`config.mk`:
```
export PLATFORM = sky130hd
export DESIGN_NAME = package_table_entry_parser
export DESIGN_NICKNAME = d
export VERILOG_FILES = /design/src/pte_pkg.sv /design/src/pte_field_decode.sv /design/src/pte_record_reg.sv /design/src/package_table_entry_parser.sv
export SDC_FILE = /design/constraint.sdc
export NUM_CORES = 1
export LEC_CHECK = 0
export BUFFER_PORTS_ARGS = -buffer_cell sky130_fd_sc_hd__buf_2
export CAP_MARGIN = 20
export CORE_MARGIN = 1.5
export CORE_UTILIZATION = 58
export DETAILED_ROUTE_END_ITERATION = 10
export GPL_TIMING_DRIVEN = 0
export HOLD_SLACK_MARGIN = 0.08
export PLACE_DENSITY = 0.82
export SYNTH_ARGS = -nofsm -noshare
export SYNTH_HDL_FRONTEND = slang
export SYNTH_HIERARCHICAL = 1
export SYNTH_SLANG_ARGS = --single-unit
export TNS_END_PERCENT = 50
```
`constraint.sdc`:
```
create_clock -name clk_i -period 8.6 [get_ports clk_i]
set_input_delay 1.72 -clock clk_i [delete_from_list [all_inputs] [get_ports clk_i]]
set_output_delay 1.72 -clock clk_i [all_outputs]
set_load 0.03 [all_outputs]
```
`src/pte_pkg.sv`:
```
package pte_pkg;

  localparam int unsigned WORD_W          = 32;
  localparam int unsigned BYTE_W          = 8;
  localparam int unsigned VERSION_W       = 16;
  localparam int unsigned CFG_IDX_W       = 1;
  localparam int unsigned POS_W           = 3;
  localparam int unsigned BIF_W           = 3;
  localparam int unsigned STORE_DEPTH     = 6;
  localparam int unsigned IDX_MAX_BYTES   = 5;
  localparam int unsigned OUT_DATA_W      = 7 * WORD_W;

  localparam logic [VERSION_W-1:0] DWORD_PKG_VERSION = 16'd60;

  localparam logic [BIF_W-1:0] IDX_LAST_BYTE = BIF_W'(IDX_MAX_BYTES - 1);
  localparam logic [BIF_W-1:0] DWORD_LAST_BYTE = 3'd3;

  typedef enum logic [CFG_IDX_W-1:0] {
    CFG_PACKAGE_VERSION = 1'b0,
    CFG_TABLE_KIND      = 1'b1
  } cfg_idx_e;

  // field positions within an entry
  localparam logic [POS_W-1:0] FLD_REF_A   = 3'd0;
  localparam logic [POS_W-1:0] FLD_REF_B   = 3'd1;
  localparam logic [POS_W-1:0] FLD_PACKAGE = 3'd2;
  localparam logic [POS_W-1:0] FLD_OBJECT  = 3'd3;
  localparam logic [POS_W-1:0] FLD_FLAGS   = 3'd4;
  localparam logic [POS_W-1:0] FLD_SIZE    = 3'd5;
  localparam logic [POS_W-1:0] FLD_OFFSET  = 3'd6;

  typedef struct packed {
    logic                     done;
    logic                     neg;
    logic [WORD_W-1:0]        acc;
    logic [WORD_W-1:0]        value;
  } dec_t;

  typedef struct packed {
    logic                     entry_kind;
    logic signed [WORD_W-1:0] serial_offset;
    logic signed [WORD_W-1:0] serial_size;
    logic        [WORD_W-1:0] object_flags;
    logic signed [WORD_W-1:0] object_name;
    logic signed [WORD_W-1:0] package_ref;
    logic signed [WORD_W-1:0] ref_b;
    logic signed [WORD_W-1:0] ref_a;
  } record_t;

endpackage

```
`src/pte_field_decode.sv`:
```
module pte_field_decode (
  input  logic [pte_pkg::BYTE_W-1:0] byte_i,
  input  logic [pte_pkg::BIF_W-1:0]  byte_in_field_i,
  input  logic [pte_pkg::WORD_W-1:0] acc_i,
  input  logic                       neg_i,
  input  logic                       is_dword_i,
  output pte_pkg::dec_t              dec_o
);
  import pte_pkg::*;

  logic [WORD_W-1:0] byte_ext;
  logic [WORD_W-1:0] low7_ext;
  logic [WORD_W-1:0] idx_part;
  logic [BIF_W-1:0]  n_minus1;

  assign byte_ext = {{(WORD_W-BYTE_W){1'b0}}, byte_i};
  assign low7_ext = {{(WORD_W-7){1'b0}}, byte_i[6:0]};
  assign n_minus1 = byte_in_field_i - 3'd1;

  // later index bytes land at bits 6, 13, 20, 27
  always_comb begin
    case (n_minus1[1:0])
      2'd0:    idx_part = low7_ext << 6;
      2'd1:    idx_part = low7_ext << 13;
      2'd2:    idx_part = low7_ext << 20;
      2'd3:    idx_part = low7_ext << 27;
      default: idx_part = '0;
    endcase
  end

  always_comb begin
    dec_o = '0;
    if (is_dword_i) begin
      dec_o.acc  = acc_i | (byte_ext << {byte_in_field_i[1:0], 3'b000});
      dec_o.neg  = 1'b0;
      dec_o.done = (byte_in_field_i >= DWORD_LAST_BYTE);
    end else if (byte_in_field_i == '0) begin
      dec_o.acc  = {{(WORD_W-6){1'b0}}, byte_i[5:0]};
      dec_o.neg  = byte_i[7];
      dec_o.done = !byte_i[6];
    end else begin
      dec_o.acc  = acc_i | idx_part;
      dec_o.neg  = neg_i;
      dec_o.done = !byte_i[7] || (byte_in_field_i >= IDX_LAST_BYTE);
    end
    dec_o.value = dec_o.neg ? (WORD_W'(0) - dec_o.acc) : dec_o.acc;
  end

endmodule

```
`src/pte_record_reg.sv`:
```
module pte_record_reg (
  input  logic                 clk_i,
  input  logic                 rst_ni,
  input  logic                 load_i,
  input  pte_pkg::record_t     record_i,
  output logic                 free_o,
  output logic                 valid_o,
  input  logic                 ready_i,
  output pte_pkg::record_t     record_o
);
  import pte_pkg::*;

  logic    valid_q, valid_d;
  record_t record_q;

  assign free_o = !valid_q || ready_i;

  always_comb begin
    valid_d = valid_q;
    if (free_o) begin
      valid_d = load_i;
    end
  end

  always_ff @(posedge clk_i or negedge rst_ni) begin
    if (!rst_ni) begin
      valid_q <= 1'b0;
    end else begin
      valid_q <= valid_d;
    end
  end

  always_ff @(posedge clk_i) begin
    if (free_o && load_i) begin
      record_q <= record_i;
    end
  end

  assign valid_o  = valid_q;
  assign record_o = record_q;

endmodule

```
`src/package_table_entry_parser.sv`:
```
// path: a byte is taken into an input register; when it completes an entry, its
// record is loaded into a result register and shown from there
// throughput: one byte per cycle; a stalled record holds the input stage
// reset: asynchronous, active low; clears config, field position, byte count,
// accumulator and handshake state
module package_table_entry_parser (
  input  logic                                 clk_i,
  input  logic                                 rst_ni,
  input  logic                                 cfg_we_i,
  input  logic [pte_pkg::CFG_IDX_W-1:0]        cfg_idx_i,
  input  logic [pte_pkg::VERSION_W-1:0]        cfg_wdata_i,
  input  logic                                 s_axis_tvalid,
  output logic                                 s_axis_tready,
  // data_byte
  input  logic [pte_pkg::BYTE_W-1:0]           s_axis_tdata,
  output logic                                 m_axis_tvalid,
  input  logic                                 m_axis_tready,
  // ref_a, ref_b, package_ref, object_name, object_flags, serial_size, serial_offset
  output logic [pte_pkg::OUT_DATA_W-1:0]       m_axis_tdata,
  // entry_kind
  output logic                                 m_axis_tuser
);
  import pte_pkg::*;

  logic [VERSION_W-1:0] version_q;
  logic                 kind_q;

  logic              in_valid_q;
  logic [BYTE_W-1:0] in_byte_q;

  logic [POS_W-1:0]  pos_q, pos_d;
  logic [BIF_W-1:0]  bif_q, bif_d;
  logic [WORD_W-1:0] acc_q, acc_d;
  logic              neg_q, neg_d;
  logic [WORD_W-1:0] store_q [STORE_DEPTH];
  logic [WORD_W-1:0] view   [STORE_DEPTH];

  logic    out_free;
  logic    advance;
  logic    is_dword;
  logic    entry_end;
  logic    load;
  dec_t    dec;
  record_t rec;
  record_t rec_out;

  assign advance       = in_valid_q && out_free;
  assign s_axis_tready = !in_valid_q || out_free;

  assign is_dword = ((pos_q == FLD_PACKAGE) && (version_q >= DWORD_PKG_VERSION)) ||
                    ((pos_q == FLD_FLAGS) && kind_q);

  pte_field_decode u_decode (
    .byte_i          (in_byte_q),
    .byte_in_field_i (bif_q),
    .acc_i           (acc_q),
    .neg_i           (neg_q),
    .is_dword_i      (is_dword),
    .dec_o           (dec)
  );

  always_comb begin
    if (!kind_q) begin
      entry_end = (pos_q >= FLD_OBJECT);
    end else if (pos_q == FLD_SIZE) begin
      // offset follows only a positive size
      entry_end = !(!dec.value[WORD_W-1] && (dec.value != '0));
    end else begin
      entry_end = (pos_q >= FLD_OFFSET);
    end
  end

  // stored fields with the one finishing now folded in
  always_comb begin
    for (int i = 0; i < STORE_DEPTH; i++) begin
      view[i] = (pos_q == POS_W'(i)) ? dec.value : store_q[i];
    end
  end

  always_comb begin
    rec.entry_kind    = kind_q;
    rec.ref_a         = view[FLD_REF_A];
    rec.ref_b         = view[FLD_REF_B];
    rec.package_ref   = view[FLD_PACKAGE];
    rec.object_name   = view[FLD_OBJECT];
    rec.object_flags  = kind_q ? view[FLD_FLAGS] : '0;
    rec.serial_size   = kind_q ? view[FLD_SIZE] : '0;
    rec.serial_offset = (kind_q && (pos_q == FLD_OFFSET)) ? dec.value : '0;
  end

  assign load = advance && dec.done && entry_end;

  always_comb begin
    pos_d = pos_q;
    bif_d = bif_q;
    acc_d = acc_q;
    neg_d = neg_q;
    if (cfg_we_i) begin
      pos_d = FLD_REF_A;
      bif_d = '0;
      acc_d = '0;
      neg_d = 1'b0;
    end else if (advance) begin
      if (!dec.done) begin
        bif_d = bif_q + 3'd1;
        acc_d = dec.acc;
        neg_d = dec.neg;
      end else begin
        bif_d = '0;
        acc_d = '0;
        neg_d = 1'b0;
        pos_d = entry_end ? FLD_REF_A : (pos_q + 3'd1);
      end
    end
  end

  always_ff @(posedge clk_i or negedge rst_ni) begin
    if (!rst_ni) begin
      version_q  <= '0;
      kind_q     <= 1'b0;
      in_valid_q <= 1'b0;
      pos_q      <= FLD_REF_A;
      bif_q      <= '0;
      acc_q      <= '0;
      neg_q      <= 1'b0;
    end else begin
      if (cfg_we_i) begin
        case (cfg_idx_i)
          CFG_PACKAGE_VERSION: version_q <= cfg_wdata_i;
          CFG_TABLE_KIND:      kind_q    <= cfg_wdata_i[0];
          default:             ;
        endcase
      end
      if (s_axis_tready) begin
        in_valid_q <= s_axis_tvalid;
      end
      pos_q <= pos_d;
      bif_q <= bif_d;
      acc_q <= acc_d;
      neg_q <= neg_d;
    end
  end

  always_ff @(posedge clk_i) begin
    if (s_axis_tready && s_axis_tvalid) begin
      in_byte_q <= s_axis_tdata;
    end
    if (advance && dec.done && (pos_q < POS_W'(STORE_DEPTH))) begin
      store_q[pos_q] <= dec.value;
    end
  end

  pte_record_reg u_out (
    .clk_i    (clk_i),
    .rst_ni   (rst_ni),
    .load_i   (load),
    .record_i (rec),
    .free_o   (out_free),
    .valid_o  (m_axis_tvalid),
    .ready_i  (m_axis_tready),
    .record_o (rec_out)
  );

  assign m_axis_tuser = rec_out.entry_kind;
  assign m_axis_tdata = {rec_out.serial_offset, rec_out.serial_size, rec_out.object_flags,
                         rec_out.object_name, rec_out.package_ref, rec_out.ref_b,
                         rec_out.ref_a};

`ifndef SYNTH
  a_pos_range: assert property (@(posedge clk_i) disable iff (!rst_ni)
    pos_q <= FLD_OFFSET)
    else $error("field position past last field");

  a_import_pos: assert property (@(posedge clk_i) disable iff (!rst_ni)
    !kind_q |-> (pos_q <= FLD_OBJECT))
    else $error("import entry past object name");

  a_bif_range: assert property (@(posedge clk_i) disable iff (!rst_ni)
    bif_q <= IDX_LAST_BYTE)
    else $error("field longer than an index allows");

  a_rec_source: assert property (@(posedge clk_i) disable iff (!rst_ni)
    $rose(m_axis_tvalid) |-> $past(advance))
    else $error("record appeared without a byte being processed");
`endif

endmodule

```
==> impl_results.md, run 1 <==
- Critical path arrival: 7.86 ns
- Reg power frac: between 40 and 50%
- Clock skew after layout: between 0.015 and 0.02 ns
- Relative contribution of combinational cells to total power: 16.1%
- Smallest hold slack: 0.503 ns
- Worst setup timing slack at the placement stage: 1.26 ns
- Total chip power: 5650 uW
- Top Layer Used: met4
- CTS tree: built
- Detailed-route wire length on metal 1: 19.6 mm
- Sum of met2 wire segment lengths after detailed routing: ~23 mm
- Quantity of hold-fixing buffers added after cts: 0
- Endpoint class of the critical path: flip-flop
- Antenna diode count: 0
- Outcome: complete, no violations
- Initial Util: 59.2%
- Fraction of registers with async set or reset after synthesis: between 10% and 20%
- Synth Register Bits: 481
- Number of vias after detailed routing: ~13000
- Detailed-placement wirelength estimate: 32.4 mm
- Predominant post-synthesis flop cell: edfxtp_1
- Number of remaining DRC errors: 0
- Number of placement rows: 67
- RSZ-0062 raised after global routing: no
- Chip width: 189 microns
- Clk sink count: roughly 480
- Initial antenna violation count: 0
- Die span in y: between 150 and 200 microns
- Number of port buffers: between 200 and 300
- Most common cell after layout, fill and taps aside: edfxtp_1
- Number of gates resized after cts: 0
- Buffers inserted by post-CTS timing repair: 0
- Main area contributors after synthesis: edfxtp_1, mux2_2, dfrtp_1
- Number of unique standard cell types used by synthesis: 81
- Average instance area after synthesis: about 15 sq um
- Clock-pin transition on the worst setup and hold timing paths: 0.06 ns
- Number of I/O pins: approximately 260
- Cell count after synthesis: 1325
- Post-DR vias/cell: 5.88
- Total congestion overflow after global routing: 0
- Pre-Repair DR Iteration Count: 6
- Cts bufs inserted: 46
- Number of global-route vias before repair: 12320
- Setup violations, final: 0
- Latest clock arrival within the worst-skew pair: 0.56 ns
- Maximum operating frequency: 0.131 GHz
- Startpoint kind of the worst setup timing path: flip-flop
- Nets: approximately 1700
- DRC violation total after the first TritonRoute iteration: 1382
- Max-slew headroom: 28.4%
- Clock group share of total power: around a third
- Number of enable flip-flop cells after synthesis: 425
- Net Sw Power: about 1500 uW
- CTS root buffer: clkbuf_16
- Maximum number of pins on one net before global-route repair: 74
- Clock Tree Buf Depth: 3
- Area growth, synth to finish: 19.5%
- Share of final-layout standard cells stronger than drive strength 1: 36.8%
- Fin crit period: roughly 7.6 ns
- # Max-Cap Violations: 0
- Period utilisation layout: roughly nine tenths
- Synthesis Warnings: 6
- Final max-slew violation count: 0
- Syn Std Cell Area: 20000 sq um
- Detailed-route wire length: approximately 48 mm
- Global-route usage over all layers: 27.0%
- Critical Setup Path Class: reg -> reg
- Setup slack after layout: 0.959 ns
- Count of endpoints failing hold in the final timing report: 0
- Wirelength per Cell: 22.4 microns
- Cell taking the most area after synthesis: edfxtp_1
- Worst Hold Class: reg -> reg
- First-pass GRT wire length: around 72 mm
- Top-area cell type share of the netlist area: 63.8%
- Area of the die: 35600 sq um
- Internal: 4190 uW
- Switching part of the total power: about 26%
- Number of routed nets with antenna violations: 0
- Fill cell total of the finished layout: 2153
- Syn nets: about 1400
- Total length of routed met3 wires: 4.02 mm
- Cell Pwr Density: 236 nW/um^2
- Share of synthesized area occupied by flip-flops and latches: 70.8%
- Final weighted congestion in routability-driven placement: 0.929
- Worst IR drop on VDD: 0.154 mV
- Required time worst endpoint: 8.82 ns
- Highest-count cells in the layout ignoring fill and taps: edfxtp_1, buf_2, nand2_1, mux2_2, a21boi_0
- Worst-margin pin slew: 1.07 ns
- Max FO, Critical Path: 67
- Clock H-tree levels: 2
- Placeable Area: 33800 sq um
- Static leakage: 0.00891 uW
-- per-layer routing --
metal  up-vias  global-route usage [%]
li1       5663                       -
met1      6233                    37.2
met2       686                    43.8
met3        98                    4.51
met4         0                    9.89
met5         -                       0
-- stage by stage --
stage / util [%] / setup TNS, ns / instance area [sq um] / cells
5_1_grt: 70.8 / 0 / 23900 / 2155
3_3_place_gp: 64.6 / -26.38 / 21800 / 2027
3_5_place_dp: 66.2 / 0 / 22400 / 2063
2_1_floorplan: - / 0 / 20000 / 1325
4_1_cts: 70.6 / 0 / 23900 / 2148
6_report: 70.8 / 0 / 23900 / 2155
-- synth_stat cells, types with 3 or more instances --
| cell type | n |
|---|---|
| buf_4 | 4 |
| nor2_1 | 30 |
| o21a_1 | 5 |
| a21o_1 | 8 |
| xnor2_1 | 14 |
| mux2_2 | 141 |
| a22o_1 | 5 |
| clkbuf_1 | 17 |
| a21oi_1 | 44 |
| nand2_1 | 163 |
| nand4_1 | 5 |
| buf_6 | 9 |
| o21ai_0 | 21 |
| a22o_2 | 30 |
| and2_1 | 39 |
| a31oi_1 | 8 |
| or3b_1 | 3 |
| inv_1 | 24 |
| dfrtp_1 | 56 |
| a32oi_1 | 4 |
| nor4_1 | 16 |
| nand4b_1 | 4 |
| buf_2 | 42 |
| xor2_1 | 15 |
| mux2i_1 | 3 |
| or4_1 | 3 |
| o21ai_1 | 6 |
| nor2b_1 | 9 |
| edfxtp_1 | 425 |
| a21boi_0 | 65 |
| nor3_1 | 8 |
| nand2b_1 | 15 |
| nand3b_1 | 3 |
| ha_1 | 7 |
| inv_2 | 3 |
| nand3_1 | 11 |
| a21boi_1 | 4 |
-- kinds of logic (layout without fill, tap and decap cells) --
kind of cell,after synthesis,after routing,synth area share [%]
DFF,481,481,70.8
AOI/OAI and AO/OA,228,228,8.34
adders and majority gates,7,7,0.438
muxes,144,144,8.09
buffers and inverters,99,481,2.53
and+or+nand+nor,337,337,8.54
xor gates and xnor gates,29,29,1.27
-- final cells by class --
type	count	area, sq um	share of cell area (%)
Buffer	72	405	1.70
Clock buffer	58	1220	5.09
Clock inverter	27	280	1.17
Inverter	27	101	0.424
Multi-Input combinational cell	745	5460	22.8
Sequential cell	481	14200	59.2
Tap cell	448	561	2.34
Timing Repair Buffer	297	1720	7.21
-- worst max-delay path, stage by stage (launching register included) --
cell	delay (ns)
dfrtp_1	0.47
inv_1	0.20
ha_1	0.21
nand2_2	0.23
buf_2	0.29
o21ai_0	0.49
buf_4	0.28
inv_2	0.07
o21ai_0	0.10
and2_1	0.63
inv_1	0.11
ha_1	0.22
a21boi_0	0.16
and4_1	0.33
and2_1	0.28
a41oi_1	0.30
xnor2_2	0.34
nor4_1	0.57
nand4_1	0.15
nor2_1	0.35
o21a_1	0.20
and2_4	0.56
buf_16	0.33
buf_16	0.33
-- worst paths after layout --
check                         startpoint                 end  cells after the start  slack, ns
setup reg to reg                pos_q[0]  u_out/record_o[46]                     23       0.96
setup / recovery                pos_q[0]  u_out/record_o[46]                     23       0.96
hold / removal             version_q[15]       version_q[15]                      1       0.50
min in group asynchronous         rst_ni           acc_q[18]                      1       1.14
hold reg to reg            version_q[15]       version_q[15]                      1       0.50
max in group asynchronous         rst_ni            pos_q[0]                      2       6.85
-- flip-flops by register name (all words and copies together) (netlist names) --
| register | cells |
|---|---|
| store_q | 192 |
| in_byte_q | 8 |
| neg_q | 1 |
| in_valid_q | 1 |
| acc_q | 32 |
| u_out/record_o | 225 |
| version_q | 14 |
| pos_q | 3 |
| bif_q | 3 |
| u_out/valid_o | 1 |
| kind_q | 1 |
-- power by group through the flow --
stage                     logic (uW)  clock network (uW)  registers [uW]
after global placement           793                   0            2790
after global routing             969                2100            2750
after floorplan                  517                   0            2790
final                            910                2000            2740
after detailed placement         879                   0            2790
after CTS                        887                2020            2740
Note: power is estimated with default switching activity, not from simulation.
==> run 2: changes to the inputs <==
Settings changed: CORE_UTILIZATION 58 to 65, CTS_BUF_LIST from default to sky130_fd_sc_hd__clkbuf_4 sky130_fd_sc_hd__clkbuf_8, PLACE_DENSITY 0.82 to 0.9.
Clock period 8.6 ns to 9.7 ns, I/O delays scaled along.
==> run 2 against run 1 <==
Critical path depth did not move. Largest cell class unchanged. Core utilization rose by 7.6 points. Worst setup slack gained 0.98 ns. First-iteration DRC count is 22% higher. Non-clock buffer count grew 1. Die area down 11%. Power shrank 12%.
==> impl_results.md, run 2 (same netlist as run 1, synthesis figures left out) <==
- Max FO, Critical Path: 72 (+7.5%)
- Initial Util: 65.7% (+6.5 points)
- Critical Setup Path Class: reg -> reg
- Initial antenna violation count: 0 (unchanged)
- Count of endpoints failing hold in the final timing report: 0 (unchanged)
- Clock H-tree levels: 3 (+1)
- Flip-flop count of the largest register after layout: 225 (unchanged)
- Chip width: 178 microns (-5.4%)
- Reg-to-Reg End: u_out/record_o[22]
- Start point of the critical path: pos_q[0]
- Period utilisation layout: 80.0% (-8.8 points)
- Pre-Repair DR Iteration Count: 6 (unchanged)
- Number of routed nets with antenna violations: 0 (unchanged)
- Utilization of the core after routing: 78.3% (+7.6 points)
- Worst-margin pin slew: 1.13 ns (+0.0659 ns)
- Latest clock arrival within the worst-skew pair: 0.63 ns (+0.07 ns)
- Clock skew after layout: 0.0689 ns (+0.0497 ns)
- Critical path arrival: 8.00 ns (+0.14 ns)
- Worst IR drop on VDD: 0.147 mV (-5.0%)
- Cts bufs inserted: 73 (+59%)
- Area of the multi-input gates: 5440 sq um (-0.37%)
- Endpoint class of the critical path: flip-flop
- CTS root buffer: clkbuf_8
- Number of remaining DRC errors: 0 (unchanged)
- Max-slew headroom: 24.0% (-4.3 points)
- CTS tree: built
- Number of placement rows: 64 (-4.5%)
- Outcome: complete, no violations
- Detailed-placement wirelength estimate: 33.1 mm (+2.2%)
- Number of gates resized after cts: 0 (unchanged)
- Clock Tree Buf Depth: 3 (unchanged)
- Number of global-route vias before repair: 13216 (+7.3%)
- Smallest hold slack: 0.504 ns (+0.00183 ns)
- Post-DR vias/cell: 6.29 (+6.8%)
- Number of I/O pins: 257 (unchanged)
- RSZ-0062 raised after global routing: no
- DRC violation total after the first TritonRoute iteration: 1689 (+22%)
- Maximum operating frequency: 0.129 GHz (-1.6%)
- Cell Pwr Density: 209 nW/um^2 (-12%)
- Detailed-route wire length: 52.8 mm (+9.2%)
- Total congestion overflow after global routing: 0 (unchanged)
- Fill cell total of the finished layout: 1605 (-25%)
- Required time worst endpoint: 9.93 ns (+1.11 ns)
- Register cell area after layout: 14200 sq um (unchanged)
- # Max-Cap Violations: 0 (unchanged)
- First-pass GRT wire length: 76.2 mm (+5.6%)
- Maximum number of pins on one net before global-route repair: 81 (+9.5%)
- Most common cell after layout, fill and taps aside: edfxtp_1
- Buffers inserted by post-CTS timing repair: 0 (unchanged)
- Cells along the critical path: inv_1 -> ha_1 -> nand2_2 -> buf_2 -> o21ai_0 -> buf_4 -> inv_2 -> o21ai_0 -> and2_1 -> inv_1 -> ha_1 -> a21boi_0 -> and4_1 -> and2_1 -> a41oi_1 -> xnor2_2 -> nor4_1 -> nand4_1 -> nor2_1 -> o21a_1 -> and2_4 -> buf_16 -> buf_16
- Crit path capture: u_out/record_o[22]
- Total chip power: 4980 uW (-12%)
- Worst Hold Class: reg -> reg
- Final max-slew violation count: 0 (unchanged)
- Final-layout setup total negative slack: 0 ns (unchanged)
- Critical path's largest stage delay: 0.63 ns (about the same)
- Placeable Area: 30400 sq um (-9.9%)
- CP max stage cell: and2_1
- Setup violations, final: 0 (unchanged)
- Startpoint kind of the worst setup timing path: flip-flop
- Area of the die: 31800 sq um (-11%)
- Number of port buffers: 254 (unchanged)
- Nets: 1735 (+1.6%)
- Area growth, synth to finish: 19.2%
- Die span in y: 178 microns (-5.4%)
- Clock-pin transition on the worst setup and hold timing paths: 0.07 ns (about the same)
- Final weighted congestion in routability-driven placement: 0.941 (+1.3%)
- Worst reg-to-reg path cell count: 23 (unchanged)
- Global-route usage over all layers: 32.7% (+5.7 points)
- Fin crit period: 7.76 ns (+0.124 ns)
- Launch point of the worst reg-to-reg path: pos_q[0]
- Number of vias after detailed routing: 13522 (+6.6%)
- Highest-count cells in the layout ignoring fill and taps: edfxtp_1, buf_2, nand2_1, mux2_2, clkbuf_8
- Wirelength per Cell: 24.5 microns (+9.4%)
- Quantity of hold-fixing buffers added after cts: 0 (unchanged)
- Static leakage: 0.00899 uW (+0.97%)
- Worst R2R Setup Slack: 1.94 ns (+0.98 ns)
- Share of final-layout standard cells stronger than drive strength 1: 39.1% (+2.3 points)
- Clk sink count: 481 (unchanged)
-- run 2: changes by cell type in the layout (fill, tap and decap cells not counted), moves of 3 or more --
| cell | delta |
|---|---|
| bufinv_16 | -3 |
| clkbuf_16 | -47 |
| clkbuf_4 | +31 |
| clkbuf_8 | +80 |
| clkbuf_1 | -11 |
| clkinvlp_4 | -4 |
-- run 2: power breakdown --
group          leakage (uW)  internal [uW]  switching [uW]
clock network      0.000793            935             779
registers           0.00454           2400            30.6
logic               0.00366            288             548
total               0.00899           3630            1360
-- run 2: layer usage --
| metal | up-vias | GRT usage, % | wire (microns) |
|---|---|---|---|
| met3 | 206 | 8.10 | 6110 |
| li1 | 5715 | - | - |
| met1 | 6521 | 41.0 | 18500 |
| met2 | 1080 | 54.1 | 25800 |
| met5 | - | 0 | 0 |
| met4 | 0 | 14.8 | 2310 |
-- run 2: how the worst min path moves through the flow --
| stage | end | from | slack (ns) | cells past startpoint |
|---|---|---|---|---|
| floorplan | version_q[8] | version_q[8] | 0.47 | 1 |
| global placement | version_q[8] | version_q[8] | 0.48 | 1 |
| detailed placement | version_q[10] | version_q[10] | 0.49 | 1 |
| CTS | version_q[10] | version_q[10] | 0.51 | 1 |
| global route | version_q[4] | version_q[4] | 0.53 | 1 |
| finish | version_q[10] | version_q[10] | 0.50 | 1 |
-- run 2: area by class of cell --
class / count / area share (%)
Sequential cell: 481 / 59.4
Multi-Input combinational cell: 745 / 22.8
Timing Repair Buffer: 298 / 7.31
Clock buffer: 111 / 5.59
Tap cell: 396 / 2.08
Buffer: 72 / 1.70
Clock inverter: 20 / 0.672
Inverter: 27 / 0.425
Antenna cell: 1 / 0.0105
-- run 2: stage by stage --
| step | cell area, sq um | instances | setup slack (ns) |
|---|---|---|---|
| after detailed placement | 22300 | 2013 | 2.41 |
| after CTS | 23800 | 2144 | 2.20 |
| final | 23800 | 2151 | 1.94 |
| after floorplan | 20000 | 1325 | 3.65 |
| after global routing | 23800 | 2150 | 1.74 |
| after global placement | 21800 | 1975 | 0.798 |
-- run 2: worst max-delay path, delay by kind of cell, from the launching register on --
kind | cells | cell delay, ns
AOI/OAI and AO/OA | 5 | 1.28
xor gates and xnor gates | 1 | 0.35
adders and majority gates | 2 | 0.43
buffers and inverters | 7 | 1.61
DFF | 1 | 0.47
and+or+nand+nor | 8 | 3.13
==> run 3: changes to the inputs <==
Settings changed: ABC_AREA from default to 1, CORE_UTILIZATION 65 to 60, PLACE_DENSITY 0.9 to 0.84.
Clock period 9.7 ns to 8 ns, I/O delays scaled along.
==> run 3 against run 2 <==
Power rose by 61%. First-iteration DRC count rose by 20%. Synthesized cell count rose by 24%. Sequential share of layout area rose by 0.73 points. Largest cell class unchanged. Fmax rose by 15%. Wire length rose by 3.4%. Synthesized area fell by 0.96%. Sequential power rose by 43%.
==> impl_results.md, run 3 <==
- Fin crit period: 6.76 ns (-1.00 ns)
- Launch point of the worst reg-to-reg path: pos_q[0]
- Final max-slew violation count: 0 (unchanged)
- Relative contribution of combinational cells to total power: 31.8% (+15 points)
- Syn Std Cell Area: 19800 sq um (-0.96%)
- Cell count after synthesis: 1641 (+24%)
- Most numerous cell in the Yosys netlist: edfxtp_1
- Launch point of the worst hold path: acc_q[19]
- Number of global-route vias before repair: 14298 (+8.2%)
- Initial antenna violation count: 0 (unchanged)
- Setup violations, final: 0 (unchanged)
- Clock skew after layout: 0.0297 ns (-0.0392 ns)
- Number of enable flip-flop cells after synthesis: 425 (unchanged)
- Fraction of registers with async set or reset after synthesis: 11.6% (unchanged)
- Detailed-route wire length: 54.5 mm (+3.4%)
- Static leakage: 0.00965 uW (+7.3%)
- Number of placement rows: 66 (+3.1%)
- Share of synthesized area occupied by flip-flops and latches: 71.5% (+0.69 points)
- Worst reg-to-reg path cell count: 32 (+39%)
- Clk sink count: 481 (unchanged)
- Placed Instances: 2366 (+18%)
- Initial Util: 60.9% (-4.9 points)
- Nets: 2040 (+18%)
- Number of buffer and inverter stages on the critical path: 8 (+1)
- Fill cell total of the finished layout: 2118 (+32%)
- Clock H-tree levels: 3 (unchanged)
- Worst Hold Class: reg -> reg
- Number of remaining DRC errors: 0 (unchanged)
- Number of I/O pins: 257 (unchanged)
- Hold path cells: 1 (unchanged)
- Most common cell after layout, fill and taps aside: edfxtp_1
- Maximum operating frequency: 0.148 GHz (+15%)
- Required time worst endpoint: 8.30 ns (-1.63 ns)
- Worst R2R Setup Slack: 1.24 ns (-0.70 ns)
- # Max-Cap Violations: 0 (unchanged)
- Switching part of the total power: 37.7% (+10 points)
- Top-area cell type share of the netlist area: 64.4% (+0.62 points)
- Synthesis Warnings: 6 (unchanged)
- Smallest hold slack: 0.491 ns (-0.0138 ns)
- CP max stage cell: o21ai_0
- Buffers inserted by post-CTS timing repair: 0 (unchanged)
- Quantity of hold-fixing buffers added after cts: 0 (unchanged)
- Number of port buffers: 254 (unchanged)
- Clock-pin transition on the worst setup and hold timing paths: 0.07 ns (about the same)
- Highest-count cells in the layout ignoring fill and taps: edfxtp_1, nand2_1, buf_2, o21ai_0, nor2_1
- Total congestion overflow after global routing: 0 (unchanged)
- Reg-to-Reg End: u_out/record_o[88]
- Flip-flop count of the largest register after layout: 225 (unchanged)
- Area growth, synth to finish: 18.9%
- Detailed-placement wirelength estimate: 37.7 mm (+14%)
- Wirelength per Cell: 21.8 microns (-11%)
- Critical Setup Path Class: reg -> reg
- Max-slew headroom: 32.3% (+8.2 points)
- Worst-margin pin slew: 1.01 ns (-0.121 ns)
- Net Sw Power: 3020 uW (+120%)
- Syn nets: 1678 (+23%)
- Global-route usage over all layers: 32.0% (-0.69 points)
- Number of routed nets with antenna violations: 0 (unchanged)
- Period utilisation layout: 84.6% (+4.5 points)
- Top cells by count, synth: edfxtp_1, nand2_1, o21ai_0
- Synth Register Bits: 481 (unchanged)
- DRC violation total after the first TritonRoute iteration: 2025 (+20%)
- Number of gates resized after cts: 0 (unchanged)
- Critical path arrival: 7.06 ns (-0.94 ns)
- Cell Pwr Density: 341 nW/um^2 (+63%)
- RSZ-0062 raised after global routing: no
- Antenna diode count: 0 (-1)
- Average instance area after synthesis: 12.1 sq um (-20%)
- Predominant post-synthesis flop cell: edfxtp_1
- Area of the die: 34100 sq um (+7.2%)
- Setup slack after layout: 1.24 ns (-0.699 ns)
- Latest clock arrival within the worst-skew pair: 0.61 ns (-0.02 ns)
- Reg power frac: 43.3% (-5.5 points)
- Final weighted congestion in routability-driven placement: 0.923 (-1.8%)
- Placeable Area: 32500 sq um (+6.9%)
- Share of final-layout standard cells stronger than drive strength 1: 24.1% (-15 points)
- Maximum number of pins on one net before global-route repair: 36 (-56%)
- Clock group share of total power: 24.9% (-9.5 points)
- Worst hold endpoint: acc_q[19]
- Count of endpoints failing hold in the final timing report: 0 (unchanged)
- Internal: 5000 uW (+38%)
- Worst setup timing slack at the placement stage: 1.40 ns (-1.01 ns)
- Utilization of the core after routing: 72.4% (-6.0 points)
- Max FO, Critical Path: 28 (-61%)
- CTS tree: built
- Critical path's largest stage delay: 0.68 ns (+0.05 ns)
- Chip width: 185 microns (+3.5%)
- Main area contributors after synthesis: edfxtp_1, dfrtp_1, nand2_1
- Cell type with the highest occurrence count on the critical path: nand2_1
- Clock Tree Buf Depth: 3 (unchanged)
- Post-layout instance count excluding filler cells: 2498 (+16%)
- Worst IR drop on VDD: 0.206 mV (+41%)
- First-pass GRT wire length: 81.3 mm (+6.7%)
- Category of cells accounting for the largest share of critical-path delay: simple AND/OR/NAND/NOR gates
- Number of unique standard cell types used by synthesis: 39 (-52%)
- Die span in y: 185 microns (+3.5%)
- Number of vias after detailed routing: 14906 (+10%)
- Endpoint class of the critical path: flip-flop
- Pre-Repair DR Iteration Count: 6 (unchanged)
- Post-DR vias/cell: 5.97 (-5.1%)
- Cts bufs inserted: 75 (+2.7%)
- Outcome: complete, no violations
- Cell taking the most area after synthesis: edfxtp_1
- Total chip power: 8020 uW (+61%)
- CTS root buffer: clkbuf_8
- Startpoint kind of the worst setup timing path: flip-flop
## run 3: cell count changes in the layout (fill, tap and decap cells not counted), sizes merged, moves of 16 or more
| cell | delta |
|---|---|
| nand2 | +205 |
| o21ai | +197 |
| mux2 | -127 |
| nor2 | +103 |
| inv | +91 |
| a21boi | -69 |
| buf | -41 |
| and2 | -40 |
| nand3 | +38 |
| a21oi | +36 |
| a22o | -35 |
| a32o | +34 |
| clkbuf | +21 |
| nand2b | -16 |
## run 3: final cells by class
type                    count  area, sq um  share of cell area [%]
flip-flops and latches    481        14200                    60.1
multi-input cells         964         4860                    20.6
repair buffers            285         1700                    7.20
clock buffers             101         1270                    5.40
well taps                 442          553                    2.35
inverters                 121          454                    1.93
plain buffers              75          384                    1.63
clock inverters            29          169                   0.717
## run 3: worst max-delay path by stage
stage / startpoint / end / slack (ns) / depth (start not counted)
after floorplan: pos_q[0] / u_out/record_o[0] / 0.51 / 27
after global placement: pos_q[0] / u_out/record_o[215] / -2.01 / 27
after detailed placement: pos_q[0] / u_out/record_o[87] / 1.40 / 32
after CTS: pos_q[0] / u_out/record_o[88] / 1.35 / 32
after global routing: pos_q[0] / u_out/record_o[88] / 0.97 / 32
final: pos_q[0] / u_out/record_o[88] / 1.24 / 32
## run 3: power groups by stage
| stage | sequential [uW] | clock [uW] | combinational (uW) |
|---|---|---|---|
| floorplan | 3680 | 0 | 1410 |
| global placement | 3550 | 0 | 2300 |
| detailed placement | 3520 | 0 | 2460 |
| CTS | 3480 | 2010 | 2490 |
| global route | 3490 | 2130 | 2750 |
| finish | 3480 | 2000 | 2550 |
## run 3: per-stage QoR
step           setup TNS (ns)  cell area (sq um)
3_3_place_gp          -543.77              21600
3_5_place_dp                0              22100
4_1_cts                     0              23500
2_1_floorplan               0              19800
5_1_grt                     0              23600
6_report                    0              23600
## run 3: metal layers
metal | wire length [microns] | share of wire (%) | GRT usage [%] | vias to the layer above
met4 | 1890 | 3.5 | 13.1 | 0
met1 | 20200 | 37 | 42.2 | 7159
li1 | - | - | - | 6499
met5 | 0 | 0 | 0 | -
met3 | 5910 | 11 | 6.09 | 148
met2 | 26600 | 49 | 52.9 | 1100
## run 3: kinds of logic (layout without fill, tap and decap cells)
kind of cell / Yosys count / after routing / synth area share, %
AOI/OAI and AO/OA: 346 / 346 / 9.78
adders and majority gates: 7 / 7 / 0.442
muxes: 14 / 14 / 0.947
DFF: 481 / 481 / 71.5
xor gates and xnor gates: 16 / 16 / 0.707
and+or+nand+nor: 581 / 581 / 12.4
buffers and inverters: 196 / 611 / 4.23
